--- src/rtl/mscf_pkg.sv ---
`default_nettype none

package mscf_pkg;

    // Frame marker on the line; any other 0x7F on the line is doubled.
    localparam logic [7:0] MARK = 8'h7F;

    // Depth of the job queue between front and back (a power of two).
    localparam int QUEUE_DEPTH = 2;

    // Most beats that one input item can produce.
    localparam int MAX_BEATS = 4;

    typedef enum logic [1:0] {
        OP_RX      = 2'd0,
        OP_TX      = 2'd1,
        OP_RELEASE = 2'd2,
        OP_NONE    = 2'd3
    } t_opcode;

    typedef enum logic [1:0] {
        K_LINE    = 2'd0,
        K_STORED  = 2'd1,
        K_IGNORED = 2'd2,
        K_ACK     = 2'd3
    } t_kind;

    // One classified item. A transmit job expands into one to four line beats,
    // every other job is a single result beat.
    typedef struct packed {
        logic        seq;
        t_kind       kind;
        logic [7:0]  data_a;
        logic [7:0]  data_b;
        logic [4:0]  idx;
        logic        frame_done;
        logic        error;
        logic        start;
        logic        fin;
    } t_job;

    typedef struct packed {
        t_kind       kind;
        logic [7:0]  out_byte;
        logic [4:0]  store_index;
        logic        frame_done;
        logic        tx_done;
        logic        error;
        logic        last;
    } t_beat;

endpackage

`default_nettype wire

--- src/rtl/mscf_in_if.sv ---
`default_nettype none

interface mscf_in_if;
    logic       valid;
    logic       ready;
    logic [1:0] opcode;
    logic [7:0] data_byte;

    modport source (output valid, output opcode, output data_byte, input ready);
    modport sink   (input valid, input opcode, input data_byte, output ready);
endinterface

`default_nettype wire

--- src/rtl/mscf_out_if.sv ---
`default_nettype none

interface mscf_out_if;
    logic       valid;
    logic       ready;
    logic [1:0] kind;
    logic [7:0] out_byte;
    logic [4:0] store_index;
    logic       frame_done;
    logic       tx_done;
    logic       error;
    logic       last;

    modport source (
        output valid, output kind, output out_byte, output store_index,
        output frame_done, output tx_done, output error, output last,
        input ready
    );
    modport sink (
        input valid, input kind, input out_byte, input store_index,
        input frame_done, input tx_done, input error, input last,
        output ready
    );
endinterface

`default_nettype wire

--- src/rtl/marker_stuffed_frame_codec_unit.sv ---
// Byte framing codec for 0x7F-marked serial frames. Each input beat carries
// an opcode and a byte. A transmit byte (opcode 1) is framed: the first byte
// of a frame is its length L (1 to FRAME_BYTES-1, counting itself), and the
// block sends a 0x7F marker, the L frame bytes and their XOR checksum, with
// every 0x7F after the marker doubled; a bad length gives one acknowledge
// beat with error set. A received line byte (opcode 0) is unstuffed and
// reported as stored, with its buffer position, or as ignored; a frame is
// complete when the store index exceeds 2 and equals the first byte plus
// one, after which line bytes are ignored until a release (opcode 2), which
// answers with an acknowledge. Opcode 3 produces nothing. Every other input
// beat yields one to four result beats, the final one flagged with last. The
// input is accepted in the same cycle it is offered whenever the two-entry
// job queue has room, so items enter back to back; results leave through a
// registered output at one beat per cycle while the receiver is ready. A
// receive or release item thus yields one output beat and a transmit item
// one to four line beats; the output port is the throughput limit.
`default_nettype none

module marker_stuffed_frame_codec_unit import mscf_pkg::*; #(
    parameter int FRAME_BYTES = 32
) (
    input  wire logic  i_clk,
    input  wire logic  i_rst_n,
    mscf_in_if.sink    i_in,
    mscf_out_if.source o_res
);

    // Classified jobs flow from the front through the queue to the back.
    logic push;
    logic pop;
    logic full;
    logic empty;
    t_job job_in;
    t_job job_out;

    // The front holds all framing state and decides each item combinationally as it is accepted.
    mscf_front #(
        .FRAME_BYTES (FRAME_BYTES)
    ) u_front (
        .i_clk   (i_clk),
        .i_rst_n (i_rst_n),
        .i_in    (i_in),
        .i_full  (full),
        .o_push  (push),
        .o_job   (job_in)
    );

    // A short queue lets the output stall without blocking new input.
    mscf_queue u_queue (
        .i_clk   (i_clk),
        .i_rst_n (i_rst_n),
        .i_push  (push),
        .i_job   (job_in),
        .o_full  (full),
        .i_pop   (pop),
        .o_job   (job_out),
        .o_empty (empty)
    );

    // The back expands each job into its result beats, one per cycle while the output is ready.
    mscf_back u_back (
        .i_clk   (i_clk),
        .i_rst_n (i_rst_n),
        .i_empty (empty),
        .i_job   (job_out),
        .o_pop   (pop),
        .o_res   (o_res)
    );

endmodule

`default_nettype wire

--- src/rtl/mscf_front.sv ---
`default_nettype none

module mscf_front import mscf_pkg::*; #(
    parameter int FRAME_BYTES = 32
) (
    input  wire logic i_clk,
    input  wire logic i_rst_n,
    mscf_in_if.sink   i_in,
    input  wire logic i_full,
    output logic      o_push,
    output t_job      o_job
);

    localparam int IW = $clog2(FRAME_BYTES);

    logic          r_rx_escape, n_rx_escape;
    logic [IW-1:0] r_rx_index,  n_rx_index;
    logic [7:0]    r_rx_first,  n_rx_first;
    logic          r_rx_held,   n_rx_held;
    logic          r_tx_active, n_tx_active;
    logic [IW-1:0] r_tx_length, n_tx_length;
    logic [IW-1:0] r_tx_count,  n_tx_count;
    logic [7:0]    r_tx_xor,    n_tx_xor;

    logic          accept;
    logic [7:0]    b;
    logic          stored;
    logic [IW-1:0] at;
    logic [IW+4:0] at_ext;
    logic [IW:0]   idx_next;
    logic [8:0]    first_p1;
    logic [8:0]    index_ext;
    logic [IW-1:0] len;
    logic [IW-1:0] cnt_next;
    logic [7:0]    xor_next;
    logic          fin;

    assign i_in.ready = !i_full;
    assign accept     = i_in.valid && !i_full;
    assign b          = i_in.data_byte;

    always_comb begin
        n_rx_escape = r_rx_escape;
        n_rx_index  = r_rx_index;
        n_rx_first  = r_rx_first;
        n_rx_held   = r_rx_held;
        n_tx_active = r_tx_active;
        n_tx_length = r_tx_length;
        n_tx_count  = r_tx_count;
        n_tx_xor    = r_tx_xor;
        o_push      = 1'b0;
        o_job       = '0;
        stored      = 1'b0;
        at          = r_rx_index;
        at_ext      = '0;
        idx_next    = '0;
        first_p1    = '0;
        index_ext   = '0;
        len         = r_tx_length;
        cnt_next    = '0;
        xor_next    = '0;
        fin         = 1'b0;

        if (accept) begin
            case (t_opcode'(i_in.opcode))
                OP_RX: begin
                    o_push      = 1'b1;
                    o_job.kind  = K_IGNORED;
                    o_job.data_a = b;
                    if (!r_rx_held) begin
                        if (!r_rx_escape) begin
                            n_rx_escape = (b == MARK);
                            stored      = 1'b1;
                        end else begin
                            n_rx_escape = 1'b0;
                            at          = '0;
                            stored      = (b != MARK);
                        end
                        if (stored) begin
                            if (at == '0) begin
                                n_rx_first = b;
                            end
                            idx_next = {1'b0, at} + {{IW{1'b0}}, 1'b1};
                            if (idx_next >= (IW+1)'(FRAME_BYTES)) begin
                                n_rx_index = '0;
                            end else begin
                                n_rx_index = idx_next[IW-1:0];
                            end
                        end
                        // Completion test runs on the updated index and first byte.
                        first_p1  = {1'b0, n_rx_first} + 9'd1;
                        index_ext = {{(9-IW){1'b0}}, n_rx_index};
                        if (index_ext > 9'd2 && index_ext == first_p1) begin
                            n_rx_held = 1'b1;
                        end
                        if (stored) begin
                            at_ext           = {5'd0, at};
                            o_job.kind       = K_STORED;
                            o_job.idx        = at_ext[4:0];
                            o_job.frame_done = n_rx_held;
                        end
                    end
                end
                OP_TX: begin
                    o_push = 1'b1;
                    if (!r_tx_active && (b == 8'd0 || {1'b0, b} > 9'(FRAME_BYTES - 1))) begin
                        o_job.kind  = K_ACK;
                        o_job.error = 1'b1;
                    end else begin
                        len      = r_tx_active ? r_tx_length : b[IW-1:0];
                        xor_next = (r_tx_active ? r_tx_xor : 8'd0) ^ b;
                        cnt_next = (r_tx_active ? r_tx_count : '0) + {{(IW-1){1'b0}}, 1'b1};
                        fin      = (cnt_next >= len);
                        n_tx_active = !fin;
                        n_tx_length = len;
                        n_tx_count  = fin ? '0 : cnt_next;
                        n_tx_xor    = xor_next;
                        o_job.seq    = 1'b1;
                        o_job.kind   = K_LINE;
                        o_job.start  = !r_tx_active;
                        o_job.fin    = fin;
                        o_job.data_a = b;
                        o_job.data_b = xor_next;
                    end
                end
                OP_RELEASE: begin
                    o_push     = 1'b1;
                    n_rx_held  = 1'b0;
                    o_job.kind = K_ACK;
                end
                default: begin
                    o_push = 1'b0;
                end
            endcase
        end
    end

    always_ff @(posedge i_clk) begin
        if (!i_rst_n) begin
            r_rx_escape <= 1'b0;
            r_rx_index  <= '0;
            r_rx_first  <= '0;
            r_rx_held   <= 1'b0;
            r_tx_active <= 1'b0;
            r_tx_length <= '0;
            r_tx_count  <= '0;
            r_tx_xor    <= '0;
        end else begin
            r_rx_escape <= n_rx_escape;
            r_rx_index  <= n_rx_index;
            r_rx_first  <= n_rx_first;
            r_rx_held   <= n_rx_held;
            r_tx_active <= n_tx_active;
            r_tx_length <= n_tx_length;
            r_tx_count  <= n_tx_count;
            r_tx_xor    <= n_tx_xor;
        end
    end

    a_rx_index_range: assert property (@(posedge i_clk) disable iff (!i_rst_n)
        (IW+1)'(r_rx_index) < (IW+1)'(FRAME_BYTES))
        else $error("receive index beyond buffer");

    a_tx_count_below_length: assert property (@(posedge i_clk) disable iff (!i_rst_n)
        r_tx_active |-> (r_tx_count < r_tx_length))
        else $error("transmit count reached length while frame open");

endmodule

`default_nettype wire

--- src/rtl/mscf_queue.sv ---
`default_nettype none

module mscf_queue import mscf_pkg::*; (
    input  wire logic i_clk,
    input  wire logic i_rst_n,
    input  wire logic i_push,
    input  t_job      i_job,
    output logic      o_full,
    input  wire logic i_pop,
    output t_job      o_job,
    output logic      o_empty
);

    localparam int PW = $clog2(QUEUE_DEPTH);
    localparam int CW = $clog2(QUEUE_DEPTH + 1);

    t_job          r_mem [QUEUE_DEPTH];
    logic [PW-1:0] r_wr_ptr;
    logic [PW-1:0] r_rd_ptr;
    logic [CW-1:0] r_count;

    assign o_full  = (r_count == CW'(QUEUE_DEPTH));
    assign o_empty = (r_count == '0);
    assign o_job   = r_mem[r_rd_ptr];

    always_ff @(posedge i_clk) begin
        if (i_push) begin
            r_mem[r_wr_ptr] <= i_job;
        end
    end

    always_ff @(posedge i_clk) begin
        if (!i_rst_n) begin
            r_wr_ptr <= '0;
            r_rd_ptr <= '0;
            r_count  <= '0;
        end else begin
            if (i_push) begin
                r_wr_ptr <= r_wr_ptr + {{(PW-1){1'b0}}, 1'b1};
            end
            if (i_pop) begin
                r_rd_ptr <= r_rd_ptr + {{(PW-1){1'b0}}, 1'b1};
            end
            if (i_push && !i_pop) begin
                r_count <= r_count + {{(CW-1){1'b0}}, 1'b1};
            end else if (i_pop && !i_push) begin
                r_count <= r_count - {{(CW-1){1'b0}}, 1'b1};
            end
        end
    end

    a_no_push_when_full: assert property (@(posedge i_clk) disable iff (!i_rst_n)
        o_full |-> !i_push)
        else $error("job pushed into full queue");

    a_no_pop_when_empty: assert property (@(posedge i_clk) disable iff (!i_rst_n)
        o_empty |-> !i_pop)
        else $error("job popped from empty queue");

endmodule

`default_nettype wire

--- src/rtl/mscf_back.sv ---
`default_nettype none

module mscf_back import mscf_pkg::*; (
    input  wire logic  i_clk,
    input  wire logic  i_rst_n,
    input  wire logic  i_empty,
    input  t_job       i_job,
    output logic       o_pop,
    mscf_out_if.source o_res
);

    t_beat      beats [MAX_BEATS];
    logic [2:0] n_beats;
    logic [1:0] last_ptr;
    logic       advance;
    logic       load;

    logic       r_valid;
    t_beat      r_beat;
    logic [1:0] r_ptr;

    // Lay out the beats of the head job in line order.
    always_comb begin
        for (int k = 0; k < MAX_BEATS; k++) begin
            beats[k] = '0;
        end
        n_beats = '0;
        if (!i_job.seq) begin
            beats[0].kind        = i_job.kind;
            beats[0].out_byte    = i_job.data_a;
            beats[0].store_index = i_job.idx;
            beats[0].frame_done  = i_job.frame_done;
            beats[0].error       = i_job.error;
            n_beats              = 3'd1;
        end else begin
            if (i_job.start) begin
                beats[n_beats[1:0]].kind     = K_LINE;
                beats[n_beats[1:0]].out_byte = MARK;
                n_beats = n_beats + 3'd1;
            end
            beats[n_beats[1:0]].kind     = K_LINE;
            beats[n_beats[1:0]].out_byte = i_job.data_a;
            n_beats = n_beats + 3'd1;
            if (i_job.data_a == MARK) begin
                beats[n_beats[1:0]].kind     = K_LINE;
                beats[n_beats[1:0]].out_byte = i_job.data_a;
                n_beats = n_beats + 3'd1;
            end
            if (i_job.fin) begin
                beats[n_beats[1:0]].kind     = K_LINE;
                beats[n_beats[1:0]].out_byte = i_job.data_b;
                n_beats = n_beats + 3'd1;
                if (i_job.data_b == MARK) begin
                    beats[n_beats[1:0]].kind     = K_LINE;
                    beats[n_beats[1:0]].out_byte = i_job.data_b;
                    n_beats = n_beats + 3'd1;
                end
            end
        end
        last_ptr = 2'(n_beats - 3'd1);
        // The checksum, when present, is always the final beat.
        beats[last_ptr].tx_done = i_job.seq && i_job.fin;
        beats[last_ptr].last    = 1'b1;
    end

    assign advance = !r_valid || o_res.ready;
    assign load    = advance && !i_empty;
    assign o_pop   = load && (r_ptr == last_ptr);

    always_ff @(posedge i_clk) begin
        if (!i_rst_n) begin
            r_valid <= 1'b0;
            r_ptr   <= '0;
        end else begin
            if (advance) begin
                r_valid <= !i_empty;
            end
            if (load) begin
                r_ptr <= (r_ptr == last_ptr) ? 2'd0 : r_ptr + 2'd1;
            end
        end
    end

    always_ff @(posedge i_clk) begin
        if (load) begin
            r_beat <= beats[r_ptr];
        end
    end

    assign o_res.valid       = r_valid;
    assign o_res.kind        = r_beat.kind;
    assign o_res.out_byte    = r_beat.out_byte;
    assign o_res.store_index = r_beat.store_index;
    assign o_res.frame_done  = r_beat.frame_done;
    assign o_res.tx_done     = r_beat.tx_done;
    assign o_res.error       = r_beat.error;
    assign o_res.last        = r_beat.last;

    a_ptr_within_job: assert property (@(posedge i_clk) disable iff (!i_rst_n)
        !i_empty |-> (r_ptr <= last_ptr))
        else $error("beat pointer past end of head job");

    a_ptr_zero_when_empty: assert property (@(posedge i_clk) disable iff (!i_rst_n)
        i_empty |-> (r_ptr == 2'd0))
        else $error("beat pointer left mid-job with empty queue");

endmodule

`default_nettype wire
--- src/flat_wrapper.sv ---
// flat-port wrapper written by rule: the top's interface ports become plain ports
module marker_stuffed_frame_codec_unit_flat import mscf_pkg::*;
#(
    parameter int FRAME_BYTES = 32
)
  (i_clk, i_rst_n, i_in_valid, i_in_opcode, i_in_data_byte, i_in_ready, o_res_valid, o_res_kind, o_res_out_byte, o_res_store_index, o_res_frame_done, o_res_tx_done, o_res_error, o_res_last, o_res_ready);
  mscf_in_if i_in_i ();
  mscf_out_if o_res_i ();
  input  wire logic i_clk;
  input  wire logic i_rst_n;
  input wire logic [$bits(i_in_i.valid)-1:0] i_in_valid;
  input wire logic [$bits(i_in_i.opcode)-1:0] i_in_opcode;
  input wire logic [$bits(i_in_i.data_byte)-1:0] i_in_data_byte;
  output wire logic [$bits(i_in_i.ready)-1:0] i_in_ready;
  output wire logic [$bits(o_res_i.valid)-1:0] o_res_valid;
  output wire logic [$bits(o_res_i.kind)-1:0] o_res_kind;
  output wire logic [$bits(o_res_i.out_byte)-1:0] o_res_out_byte;
  output wire logic [$bits(o_res_i.store_index)-1:0] o_res_store_index;
  output wire logic [$bits(o_res_i.frame_done)-1:0] o_res_frame_done;
  output wire logic [$bits(o_res_i.tx_done)-1:0] o_res_tx_done;
  output wire logic [$bits(o_res_i.error)-1:0] o_res_error;
  output wire logic [$bits(o_res_i.last)-1:0] o_res_last;
  input wire logic [$bits(o_res_i.ready)-1:0] o_res_ready;
  assign i_in_i.valid = i_in_valid;
  assign i_in_i.opcode = i_in_opcode;
  assign i_in_i.data_byte = i_in_data_byte;
  assign i_in_ready = i_in_i.ready;
  assign o_res_valid = o_res_i.valid;
  assign o_res_kind = o_res_i.kind;
  assign o_res_out_byte = o_res_i.out_byte;
  assign o_res_store_index = o_res_i.store_index;
  assign o_res_frame_done = o_res_i.frame_done;
  assign o_res_tx_done = o_res_i.tx_done;
  assign o_res_error = o_res_i.error;
  assign o_res_last = o_res_i.last;
  assign o_res_i.ready = o_res_ready;
  marker_stuffed_frame_codec_unit #(.FRAME_BYTES(FRAME_BYTES)) u_core (.i_clk(i_clk), .i_rst_n(i_rst_n), .i_in(i_in_i), .o_res(o_res_i));
endmodule
--- config.mk ---
export PLATFORM = sky130hd
export DESIGN_NAME = marker_stuffed_frame_codec_unit_flat
export DESIGN_NICKNAME = d
export VERILOG_FILES = /design/src/rtl/mscf_pkg.sv /design/src/rtl/mscf_in_if.sv /design/src/rtl/mscf_out_if.sv /design/src/rtl/marker_stuffed_frame_codec_unit.sv /design/src/rtl/mscf_front.sv /design/src/rtl/mscf_queue.sv /design/src/rtl/mscf_back.sv /design/src/flat_wrapper.sv
export SDC_FILE = /design/constraint.sdc
export NUM_CORES = 1
export LEC_CHECK = 0
export BUFFER_PORTS_ARGS = -buffer_cell sky130_fd_sc_hd__buf_2
export CORE_MARGIN = 3
export CORE_UTILIZATION = 55
export CTS_CLUSTER_SIZE = 12
export DETAILED_ROUTE_END_ITERATION = 8
export GPL_TIMING_DRIVEN = 0
export PLACE_DENSITY = 0.82
export SLEW_MARGIN = 0
export SYNTH_ARGS = -nofsm -noshare
export SYNTH_HDL_FRONTEND = slang
export SYNTH_HIERARCHICAL = 1
export SYNTH_SLANG_ARGS = --single-unit
--- constraint.sdc ---
create_clock -name i_clk -period 7.6 [get_ports i_clk]
set_input_delay 0.76 -clock i_clk [delete_from_list [all_inputs] [get_ports i_clk]]
set_output_delay 0.76 -clock i_clk [all_outputs]
set_load 0.02 [all_outputs]
# Yosys cells after proc, flatten, opt, wreduce, memory -nomap -nowiden
# Memories as Yosys holds them, arrays and structs flattened. A register that Yosys moved wholly into a read port is not among the register bits.
# Cells that the tools add are included.
[word_totals] ff_bits=60 ramBits=56 in_bits=14 out_inout_bits=21 n_memories=1
[classes] add_sub_neg=13 n_lt_le_gt_ge=15 eq_ne=9 n_mux=101 bitwise_logic=9 reduce_logical=32
[mem_list] memory="u_core.u_queue.r_mem" words=2 width=28 read_ports=1 rd_clocked_by_memory_dff=1 wr=1 line_no="mscf_queue.sv:17" source="t_job r_mem [QUEUE_DEPTH];"
[ops] cell="bitwise mux 76 bit" n=10
[ops] cell="demux 19 bit (select 2 bit)" n=10
[ops] cell="2-to-1 mux 76 bit" n=4
[ops] cell="2-to-1 mux 19 bit" n=6
[ops] cell="2-to-1 mux 17 bit" n=4
[ops] cell="2-to-1 mux 5 bit" n=12
[ops] cell="2-to-1 mux 58 bit" n=1
[ops] cell="2-to-1 mux 8 bit" n=7
[ops] cell="binary-select mux 19 bit (select 2 bit)" n=1
[ops] cell="2-to-1 mux 16 bit" n=2
[ops] cell="2-to-1 mux 28 bit" n=1
[ops] cell="2-to-1 mux 2 bit" n=13
[ops] cell="equality test 8 x 7 -> 1 bit (second input constant)" n=3
[ops] cell="2-to-1 mux 1 bit" n=20
[ops] cell="greater-or-equal comparator 3 bit (second input constant)" n=6
[ops] cell="2-to-1 mux 6 bit" n=3
[ops] cell="NOT 2 -> 3 bit" n=6
[ops] cell="one-hot mux 8 bit (2 select lines)" n=1
[ops] cell="< comparator 3 x 1 -> 1 bit (second input constant)" n=5
[ops] cell="logical AND 1 bit" n=13
[ops] cell="adder 2 x 1 -> 2 bit (second input constant)" n=6
[ops] cell="2-to-1 mux 10 bit" n=1
[ops] cell="adder 8 x 1 -> 9 bit (second input constant)" n=1
[ops] cell="equality test 5 x 9 -> 1 bit" n=1
[ops] cell="other kinds (27)" n=42

# Logic depth before layout (Yosys ltp)
[depth] depth_word=25 mapped_depth=19 mapped_depth_nobuf=17

# Modules after synthesis
# The synthesis kept the hierarchy.
[modules_own_cells] module="mscf_front" n_inst=1 cells_per_inst=335 area_per_inst_um2=2630.0
[modules_own_cells] module="mscf_queue" n_inst=1 cells_per_inst=109 area_per_inst_um2=2243.4
[modules_own_cells] module="mscf_back" n_inst=1 cells_per_inst=165 area_per_inst_um2=1569.0

# Least setup slack after synthesis
# No wires, ideal clock.
[synth_timing] path_kind="register to register" from="register with a tool-made name" to="register u_core.u_queue.r_count[1]" t_arrival_ps=3958 t_required_ps=7530 setup_slack_ps=3572 path_stages_with_launch=19 synth_period_minus_slack_ps=4028 path_cell_list="dfxtp_1 buf_2 buf_6 mux2_2 and4b_1 and2_2 inv_2 ha_1 buf_2 xnor2_1 nand2_1 ha_1 xnor2_1 nand2_1 nor3_1 inv_1 ha_1 or3_1 a21boi_1"
[synth_lines] item="end signal: assignment" line_no="mscf_queue.sv:45" source="r_count <= r_count + {{(CW-1){1'b0}}, 1'b1};"
[synth_lines] item="end signal: assignment" line_no="mscf_queue.sv:47" source="r_count <= r_count - {{(CW-1){1'b0}}, 1'b1};"
[synth_lines] item="end: declaration" line_no="mscf_queue.sv:20" source="logic [CW-1:0] r_count;"

==> run summary <==
* **status** finished clean
* **area of the multi-input gates** 3090 um^2
* **antenna diode count** 0
* **synthesized instance count** 609
* **cell taking the most area after synthesis** edfxtp_1
* **master of the slowest instance on the critical path** mux2_2
* **Tcrit/Tclk final** 0.616
* **nature of the critical path endpoint** flop
* **H-Tree Level Count** 4
* **count of instances resized after the clock tree is built** 0
* **Area contributors post-synth** edfxtp_1 (35%), dfxtp_1 (13%), mux2_2 (5.2%)
* **path category of the worst min-delay check** flop to flop
* **FF+latch area** 3090 um^2
* **chip width** 114 um
* **max-slew violation total from the final report** 0
* **clock latency on the worst-skew pair** 0.41 ns
* **startpoint type of the worst setup path** flop
* **antenna violations before repair** 0
* **clock root buffer** clkbuf_16
* **Core Box Area** 11100 um^2
* **area of the mapped netlist** 6440 um^2
* **cells on worst reg2reg path** 18
* **Pre-antenna DRT Iters** 5
* **worst slew margin relative to its limit** 0.142
* **average detailed-routed wire length per instance** 17.7 um
* **net count after synthesis** 641
* **antenna violation net count after detailed routing** 0
* **required time at the endpoint of the critical path** 7.94 ns
* **share of cells above drive strength 1** 0.194
* **floorplan die area** 13000 um^2
* **capturing instance or port of the critical path** u_core/u_queue/r_count[1]
* **total via count in the routed design** 4817
* **TritonCTS Sinks** 117
* **top-area cell type share of the netlist area** 0.350
* **global placer's final weighted congestion** 0.938
* **final-layout setup total negative slack** 0 ns
* **arrival time reported for the critical path endpoint** 5.02 ns
* **most used cell, CP** ha_1
* **final design instance area without fill** 7410 um^2
* **DP Area** 6780 um^2
* **worst vdd rail ir drop** 219 uV
* **sum of net half-perimeters after detailed placement** 9920 um
* **number of primary I/O pins** 35
* **commonest cells in the synthesized netlist** edfxtp_1 (75), nand2_1 (68), nor2_1 (43)
* **number of global-route vias before repair** 4786
* **number of post-CTS setup repair buffers** 0
* **unrepaired setup endpoints after global routing** no
* **total global-route track usage** 0.233
* **worst slew pin tran** 1.29 ns
* **EDFF count, synth** 75
* **ordered cell list for the critical path** buf_2, buf_6, mux2_2, and4b_1, and2_2, inv_2, ha_1, buf_2, xnor2_1, nand2_1, ha_1, xnor2_1, nand2_1, nor3_1, inv_1, ha_1, or3_1, a21boi_1
* **CTS tree** yes
* **leading cell type by number of instances after synthesis** edfxtp_1
* **final-stage net count** 688
* **standby leakage power** 2.86 nW
* **delay of the slowest cell on the worst path** 0.39 ns
* **Yosys cell types** 77
* **total of buffers placed on input and output ports** 27
* **final core area utilization** 0.666
* **detailed-route wire length** 14300 um
* **setup-violating endpoint count in the final report** 0
* **worst setup path class** flop to flop
* **maximum number of pins on one net before global-route repair** 29
* **share of synthesized flip-flops with an asynchronous set or reset** 0
* **post-detailed-route via-to-cell ratio** 5.95
* **fin crit period** 4.68 ns
* **power density normalized to cell area** 313 nW/um^2
* **total clock buffers created by CTS** 17
* **Critical Path Fanout Max** 10
* **dominant synthesized flop cell** edfxtp_1
* **max-capacitance violation count** 0
* **1st-iter DRT viols** 450
* **height of the die** 114 um
* **Layout area overhead** 15.1%
* **GR Overflow Total** 0
* **portion of the post-synthesis area used by sequential elements** 0.480
* **clock-pin slew on the worst setup and hold paths** 0.05 ns
* **worst-case register-to-register setup slack** 2.92 ns
* **count of filler cells inserted in the layout** 851
* **Fmax achieved** 214 MHz
* **Synth Warn #** 6
* **drc violations** 0
* **worst clock skew** 0.00800 ns
* **global-route wire length before repair** 23900 um
* **initial core utilization** 0.579
* **mean instance size in the synthesized netlist** 10.6 um^2
* **hold buffer count at cts** 0
* **maximum buffer depth of the clock tree** 2
* **number of placement rows** 38
* **final instance count without filler cells** 809
* **number of placed instances with taps included** 777
* **Final Hold Vio Count** 0
* **r2r endpoint** u_core/u_queue/r_count[1]
* **number of register bits inferred by synthesis** 117
[worst min-delay path by stage]
stage / depth (start not counted) / to / start / slack (ns)
after global placement: 2 / u_core/u_front/r_tx_length[0] / u_core/u_front/r_tx_length[0] / 0.45
after global routing: 2 / u_core/u_front/r_tx_count[1] / u_core/u_front/r_tx_count[1] / 0.50
after CTS: 2 / u_core/u_front/r_tx_count[1] / u_core/u_front/r_tx_count[1] / 0.47
after floorplan: 2 / u_core/u_front/r_tx_length[0] / u_core/u_front/r_tx_length[0] / 0.44
after detailed placement: 2 / u_core/u_front/r_tx_count[1] / u_core/u_front/r_tx_count[1] / 0.46
final: 2 / u_core/u_front/r_tx_count[1] / u_core/u_front/r_tx_count[1] / 0.47
[through the flow]
step / worst slack, ns / power [W] / hold WS, ns
final: 2.92 / 0.00232 / 0.473
after global routing: 2.62 / 0.00243 / 0.495
after CTS: 2.95 / 0.00234 / 0.466
after detailed placement: 2.98 / 0.00148 / 0.459
after global placement: 3.11 / 0.00145 / 0.448
after floorplan: 3.57 / 0.00131 / 0.440
[cell families (layout without fill, tap and decap cells)]
family | after synthesis | in the layout | share of synthesized area
AO/OA/AOI/OAI | 105 | 105 | 0.117
XOR/XNOR | 22 | 22 | 0.0320
adder cells (fa/ha/maj) | 18 | 18 | 0.0350
buffers and inverters | 52 | 112 | 0.0410
flip-flops | 117 | 117 | 0.480
multiplexers | 54 | 54 | 0.0917
AND/OR/NAND/NOR | 241 | 241 | 0.204
[report_power, final]
group,internal [W],total [W],switching (W)
Sequential,0.000811,0.000842,0.0000310
Combinational,0.000236,0.000626,0.000390
Clock,0.000586,0.000856,0.000270
Total,0.00163,0.00232,0.000691
[cells in the final DEF (no fill, tap or decap), types with 18 or more instances in the layout]
master | netlist | layout
mux2i_1 | 23 | 23
buf_2 | 13 | 40
nor2b_1 | 19 | 18
ha_1 | 18 | 18
o21ai_0 | 21 | 21
edfxtp_1 | 75 | 75
clkbuf_1 | 15 | 18
nand2_1 | 68 | 68
a21oi_1 | 23 | 23
nor2_1 | 43 | 43
nand3_1 | 21 | 21
mux2_2 | 30 | 30
dfxtp_1 | 42 | 42
[sequential cells by signal, summed over array words and instances, names as in the netlist, named ones only]
| name | flops |
|---|---|
| u_core/u_back/o_res.error | 1 |
| u_core/u_back/o_res.frame_done | 1 |
| u_core/u_back/o_res.kind | 2 |
| u_core/u_back/o_res.last | 1 |
| u_core/u_back/o_res.out_byte | 8 |
| u_core/u_back/o_res.store_index | 5 |
| u_core/u_back/o_res.tx_done | 1 |
| u_core/u_back/o_res.valid | 1 |
| u_core/u_back/r_ptr | 2 |
| u_core/u_front/r_rx_escape | 1 |
| u_core/u_front/r_rx_first | 8 |
| u_core/u_front/r_rx_held | 1 |
| u_core/u_front/r_rx_index | 5 |
| u_core/u_front/r_tx_active | 1 |
| u_core/u_front/r_tx_count | 5 |
| u_core/u_front/r_tx_length | 5 |
| u_core/u_front/r_tx_xor | 8 |
| u_core/u_queue/r_count | 2 |
| u_core/u_queue/r_mem | 56 |
| u_core/u_queue/r_rd_ptr | 1 |
| u_core/u_queue/r_wr_ptr | 1 |
[layer usage]
layer	track usage	vias up	routed length, um
li1	-	2330	-
met1	0.298	2300	6210
met5	0	-	0
met2	0.386	164	7110
met3	0.0571	23	815
met4	0.0816	0	186
[worst max-delay path, delay by kind of cell, from the launching register on]
kind                       cells  cell delay [ns]
and+or+nand+nor                6             1.45
adders and majority gates      3             0.98
buffers and inverters          5             0.84
xor gates and xnor gates       2             0.46
muxes                          1             0.39
DFF                            1             0.30
AOI/OAI and AO/OA              1             0.16
[final cells by class]
cell class | count | area share
flip-flops and latches | 117 | 0.417
multi-input cells | 440 | 0.416
clock buffers | 21 | 0.0607
plain buffers | 37 | 0.0280
clock inverters | 11 | 0.0245
well taps | 140 | 0.0236
repair buffers | 28 | 0.0219
inverters | 15 | 0.00759
Power figures use the tool's default switching activity.
